[src/hw/rtl/cfa_pkg.sv]
// ----------------------------------------------------------------------------
// cfa_pkg
// Shared constants, codes and controller/datapath interface types for the
// contiguous fit allocator.
// ----------------------------------------------------------------------------
package cfa_pkg;

  localparam int CELLS = 1024;
  localparam int IDX_W = $clog2(CELLS);
  localparam int LEN_W = $clog2(CELLS + 1);

  localparam int ID_W    = 16;
  localparam int SIZE_W  = 11;
  localparam int OUT_IDX_W = 10;

  // result status codes
  localparam logic [1:0] ST_DONE      = 2'd0;
  localparam logic [1:0] ST_NO_SPACE  = 2'd1;
  localparam logic [1:0] ST_NOT_FOUND = 2'd2;

  // operation codes
  localparam logic MODE_ALLOC = 1'b0;
  localparam logic MODE_CLEAR = 1'b1;

  // placement policy codes
  localparam logic [1:0] POL_FIRST = 2'd0;
  localparam logic [1:0] POL_BEST  = 2'd1;
  localparam logic [1:0] POL_WORST = 2'd2;
  // unused code, behaves as first fit
  localparam logic [1:0] POL_SPARE = 2'd3;

  typedef struct packed {
    logic init_wr;     // clearing pass: zero one cell
    logic load;        // capture a new word
    logic scan_rd;     // read the next cell of the scan
    logic final_eval;  // close the trailing free run
    logic wr_run;      // write one cell of the chosen run
    logic respond;     // drive the result strobe
  } cmd_t;

  typedef struct packed {
    logic idx_last;    // scan or clearing index at the last cell
    logic bad_req;     // allocate size is zero or exceeds the store
    logic is_clear;    // captured word is a clear
    logic have;        // a run was chosen
    logic wr_last;     // last cell of the run being written
  } sts_t;

  function automatic logic [OUT_IDX_W-1:0] out_index(input logic [IDX_W-1:0] idx);
    logic [31:0] w;
    w = 32'(idx);
    return w[OUT_IDX_W-1:0];
  endfunction

endpackage

[src/hw/rtl/cfa_ctrl.sv]
// ----------------------------------------------------------------------------
// cfa_ctrl
// Sequencer for the allocator: clearing pass, store scan, run write and
// result strobe.
// ----------------------------------------------------------------------------
module cfa_ctrl (
  input  logic          clk,
  input  logic          rst_n,
  input  logic          start,
  input  cfa_pkg::sts_t sts,
  output cfa_pkg::cmd_t cmd,
  output logic          busy
);

  localparam logic [2:0] S_INIT  = 3'd0;
  localparam logic [2:0] S_IDLE  = 3'd1;
  localparam logic [2:0] S_SCAN  = 3'd2;
  localparam logic [2:0] S_FLUSH = 3'd3;
  localparam logic [2:0] S_EVAL  = 3'd4;
  localparam logic [2:0] S_WRITE = 3'd5;
  localparam logic [2:0] S_RESP  = 3'd6;

  logic [2:0] state_r;
  logic [2:0] state_nxt;

  always_comb begin
    state_nxt = state_r;
    cmd       = '0;
    case (state_r)
      S_INIT: begin
        cmd.init_wr = 1'b1;
        if (sts.idx_last) begin
          state_nxt = S_IDLE;
        end
      end
      S_IDLE: begin
        if (start) begin
          cmd.load  = 1'b1;
          state_nxt = sts.bad_req ? S_RESP : S_SCAN;
        end
      end
      S_SCAN: begin
        cmd.scan_rd = 1'b1;
        if (sts.idx_last) begin
          state_nxt = S_FLUSH;
        end
      end
      // last read word is processed here
      S_FLUSH: begin
        state_nxt = S_EVAL;
      end
      S_EVAL: begin
        cmd.final_eval = 1'b1;
        state_nxt      = S_RESP;
        if (!sts.is_clear) begin
          state_nxt = S_WRITE;
        end
      end
      S_WRITE: begin
        if (!sts.have) begin
          state_nxt = S_RESP;
        end else begin
          cmd.wr_run = 1'b1;
          if (sts.wr_last) begin
            state_nxt = S_RESP;
          end
        end
      end
      S_RESP: begin
        cmd.respond = 1'b1;
        state_nxt   = S_IDLE;
      end
      default: begin
        state_nxt = S_IDLE;
      end
    endcase
  end

  always_ff @(posedge clk) begin
    if (!rst_n) begin
      state_r <= S_INIT;
    end else begin
      state_r <= state_nxt;
    end
  end

  assign busy = (state_r != S_IDLE);

endmodule

[config.mk]
export PLATFORM = sky130hd
export DESIGN_NAME = cfa_ctrl
export DESIGN_NICKNAME = d
export VERILOG_FILES = /design/src/hw/rtl/cfa_pkg.sv /design/src/hw/rtl/cfa_ctrl.sv
export SDC_FILE = /design/constraint.sdc
export NUM_CORES = 1
export LEC_CHECK = 0
export BUFFER_PORTS_ARGS = -buffer_cell sky130_fd_sc_hd__buf_2
export CAP_MARGIN = 40
export CORE_AREA = 2 2 39 41
export DETAILED_ROUTE_END_ITERATION = 6
export DIE_AREA = 0 0 41 43
export GPL_TIMING_DRIVEN = 0
export SYNTH_ARGS = -nofsm -noshare
export SYNTH_HDL_FRONTEND = slang
export SYNTH_SLANG_ARGS = --single-unit
[constraint.sdc]
create_clock -name clk -period 2 [get_ports clk]
set_clock_uncertainty 0.1 [all_clocks]
set_input_delay 0.4 -clock clk [delete_from_list [all_inputs] [get_ports clk]]
set_output_delay 0.4 -clock clk [all_outputs]
set_load 0.1 [all_outputs]
==> flow_summary.rst <==
.. list-table::
   :header-rows: 1

   * - Metric
     - Value
   * - Run status
     - completed
   * - Minimum clock period
     - 1.933 ns
   * - All-layer global routing usage
     - 10.92%
   * - Number of nets produced by synthesis
     - 48
   * - Clock Pin Slew Worst Setup and Hold Paths
     - 0.04 ns
   * - Sinks on Clock Net
     - 3
   * - Uppermost layer routed
     - met4
   * - Pwr dens
     - 1011 mW/mm^2
   * - Worst Setup SP
     - state_r[1]
   * - Maximum clock frequency
     - 517.4 MHz
   * - Total of max-cap violations
     - 0
   * - Final RePlAce weighted congestion
     - 0.7101
   * - Worst flop-to-flop path startpoint
     - state_r[1]
   * - Routed length per instance
     - 11.04 um
   * - Detailed-route wire length on metal 1
     - 366 um
   * - Cts bufs inserted
     - 3
   * - NetSw
     - 261.9 uW
   * - Maximum number of pins on one net before global-route repair
     - 11
   * - Summed instance area of the synthesized netlist
     - 302.8 um^2
   * - Via-per-instance ratio
     - 4.868
   * - Biggest fanout along the worst timing path
     - 10
   * - Worst-Margin Slew
     - 0.4838 ns
   * - Effective utilization at floorplan
     - 21.88%
   * - Max FFs per register
     - 3
   * - DRC violations left
     - 0
   * - Switching share of power
     - 51.25%
   * - Amount of wire on met2 after detailed routing
     - 401 um
   * - Slew Limit Headroom
     - 67.97%
   * - Source-to-sink clock delay at the later pin of the worst-skew pair
     - 0.24 ns
   * - Antenna Cells
     - 0
   * - Clk buf depth
     - 2
   * - Count of routing violations after the opening detailed-route iteration
     - 9
   * - Utilization of the core after routing
     - 36.53%
   * - Netlist cell types
     - 27
   * - Ports placed on the boundary
     - 15
   * - Die span in y
     - 43 um
   * - Fraction of power consumed by sequential logic
     - 14.9%
   * - Area of the die
     - 0.001763 mm^2
   * - Leakage power
     - 0.2269 nW
   * - R2r setup slk
     - 0.19 ns
   * - Length of the first detailed-routing pass in iterations
     - 4
   * - R2R cell count
     - 6
   * - Worst voltage drop across the vdd grid
     - 0.0002294 V
   * - Start-to-end type of the worst setup path
     - register to primary output
   * - Number of hold violations in the final report
     - 0
   * - Final HPWL DP
     - 575.5 um
   * - Arrival time at the worst endpoint
     - 1.43 ns
   * - Part of the power in the clock network
     - 23.0%
   * - Worst hold slack across all endpoints
     - 0.3266 ns
   * - Antenna-violating nets left
     - 0
   * - Cell count after synthesis
     - 39
   * - Area grow syn2layout
     - 66.94%
   * - Setup crit end kind
     - primary output
   * - Count of final setup violators
     - 0
   * - Share of power burned in combinational logic
     - 62.1%
   * - Horizontal extent of the die
     - 41 um
   * - TritonCTS clock tree
     - built
   * - Leading registers by flop count
     - state_r x3
   * - RSZ-0062 raised after global routing
     - no
   * - Number of antenna violations at the first check in global routing
     - 0
   * - Max-slew violation count
     - 0
   * - Critical path data required time
     - 1.50 ns
   * - Internal Power
     - 249.1 uW
   * - Number of global-route vias before repair
     - 326
   * - Crit path to
     - cmd[4]
   * - Wire length of the first global-routing pass
     - 1269 um
   * - Met3 Wirelength
     - 42 um
   * - Final cycle utilization of the critical path
     - 96.64%
   * - Clock root buffer
     - sky130_fd_sc_hd__clkbuf_4
   * - Worst hold path cell count
     - 3
   * - Part of the Yosys area used for sequential elements
     - 19.83%
   * - Area of the core
     - 0.001384 mm^2
   * - Path type of the worst min-delay path
     - input port to register
   * - Remaining Overflow, GRT
     - 0
   * - Fraction of final layout cells sized beyond drive strength 1
     - 55.00%
   * - Total of warnings raised by yosys
     - 0
   * - Synthesized area per cell
     - 7.764 um^2
   * - Flip-flop and latch count after synthesis
     - 3
   * - Total length of routed wires
     - 839 um
   * - CTS H-tree depth
     - 1
   * - Via count of the routed design
     - 370
   * - Launching element type of the critical path
     - register
   * - Post-layout nets
     - 70
   * - R2r endpoint
     - state_r[2]
   * - Reg with most FFs
     - state_r
   * - Port bufs
     - 14
   * - Number of core rows
     - 14
routing by layer:
layer / vias up / global-route usage (%)
met5: - / 0
li1: 188 / -
met1: 165 / 11.82
met3: 4 / 3.665
met2: 13 / 15.63
met4: 0 / 10.00
final cells by class:
cell class / instances / area (um^2)
fillers: 149 / 878.3
multi-input cells: 28 / 235.2
repair buffers: 17 / 117.6
flip-flops and latches: 3 / 61.31
clock buffers: 4 / 26.28
plain buffers: 3 / 26.28
well taps: 16 / 20.02
inverters: 5 / 18.77
power by group through the flow:
| stage | clock (mW) | combinational [mW] | sequential (mW) |
|---|---|---|---|
| 6_report | 0.117 | 0.317 | 0.0762 |
| 5_1_grt | 0.128 | 0.337 | 0.0770 |
| 4_1_cts | 0.124 | 0.303 | 0.0757 |
| 3_5_place_dp | 0 | 0.289 | 0.0766 |
| 2_1_floorplan | 0 | 0.251 | 0.0752 |
| 3_3_place_gp | 0 | 0.289 | 0.0768 |
worst min-delay path by stage:
stage	slack (ns)	start	endpoint
3_5_place_dp	0.58	rst_n	state_r[1]
6_report	0.33	rst_n	state_r[0]
2_1_floorplan	0.43	rst_n	state_r[0]
5_1_grt	0.33	rst_n	state_r[0]
3_3_place_gp	0.58	rst_n	state_r[1]
4_1_cts	0.32	rst_n	state_r[0]
through the flow:
| stage | cell area (um^2) | worst slack (ns) | TNS [ns] | power, mW | cells |
|---|---|---|---|---|---|
| 2_1_floorplan | 337.8 | -0.08386 | -0.08386 | 0.3257 | 39 |
| 3_3_place_gp | 427.9 | 0.04538 | 0 | 0.3654 | 69 |
| 3_5_place_dp | 427.9 | 0.03517 | 0 | 0.3661 | 69 |
| 4_1_cts | 479.2 | 0.005147 | 0 | 0.5025 | 73 |
| 5_1_grt | 505.5 | 0.01892 | 0 | 0.5417 | 76 |
| 6_report | 505.5 | 0.06730 | 0 | 0.5110 | 76 |
worst max-delay path, cell delays in order (launching register included):
cell and delay, ns:
sky130_fd_sc_hd__dfxtp_1 0.32, sky130_fd_sc_hd__buf_4 0.18, sky130_fd_sc_hd__or3_4 0.41, sky130_fd_sc_hd__nor2_4 0.11, sky130_fd_sc_hd__buf_12 0.18
repair_timing:
| item | 4_1_cts | 5_1_grt |
|---|---|---|
| buffers inserted | 0 | 3 |
| pin swaps | 0 | 1 |
| hold buffers | 0 | 0 |
| endpoints found under the setup margin | 4 | 2 |
| gates resized for setup | 9 | 2 |
cell usage after synthesis (all sizes together):
cell    instances  area share [%]
dfxtp           3              20
nor4b           2             7.9
nor4            1             2.1
nand2           1             1.2
o21ai           3             5.0
nand2b          1             2.1
o22ai           1             2.1
buf             3             7.9
nor3            4             6.6
nor2            2             2.5
a211oi          1             4.1
o221a           1             3.7
a21oi           2             3.3
inv             5             6.2
a22oi           1             2.5
a41oi           1             2.9
and3b           1             2.9
and4b           1             4.5
or3             1             2.1
ha              1             4.1
and3            2             4.1
nor3b           1             2.5
placed cells by master (no fill, tap or decap), drive strengths merged, types with 2 or more instances in the layout:
cell and n:
a21oi 2, nor3 4, nor4b 2, nor2 2, clkbuf 5, o21ai 3
and3 2, dfxtp 3, inv 5, buf 19
logic make-up after synthesis:
| group | share of synthesized area (%) |
|---|---|
| AOI/OAI and AO/OA | 23.55 |
| DFF | 19.84 |
| and+or+nand+nor | 38.43 |
| adders and majority gates | 4.132 |
| buffers and inverters | 14.05 |
Note: power is estimated with default switching activity, not from simulation.
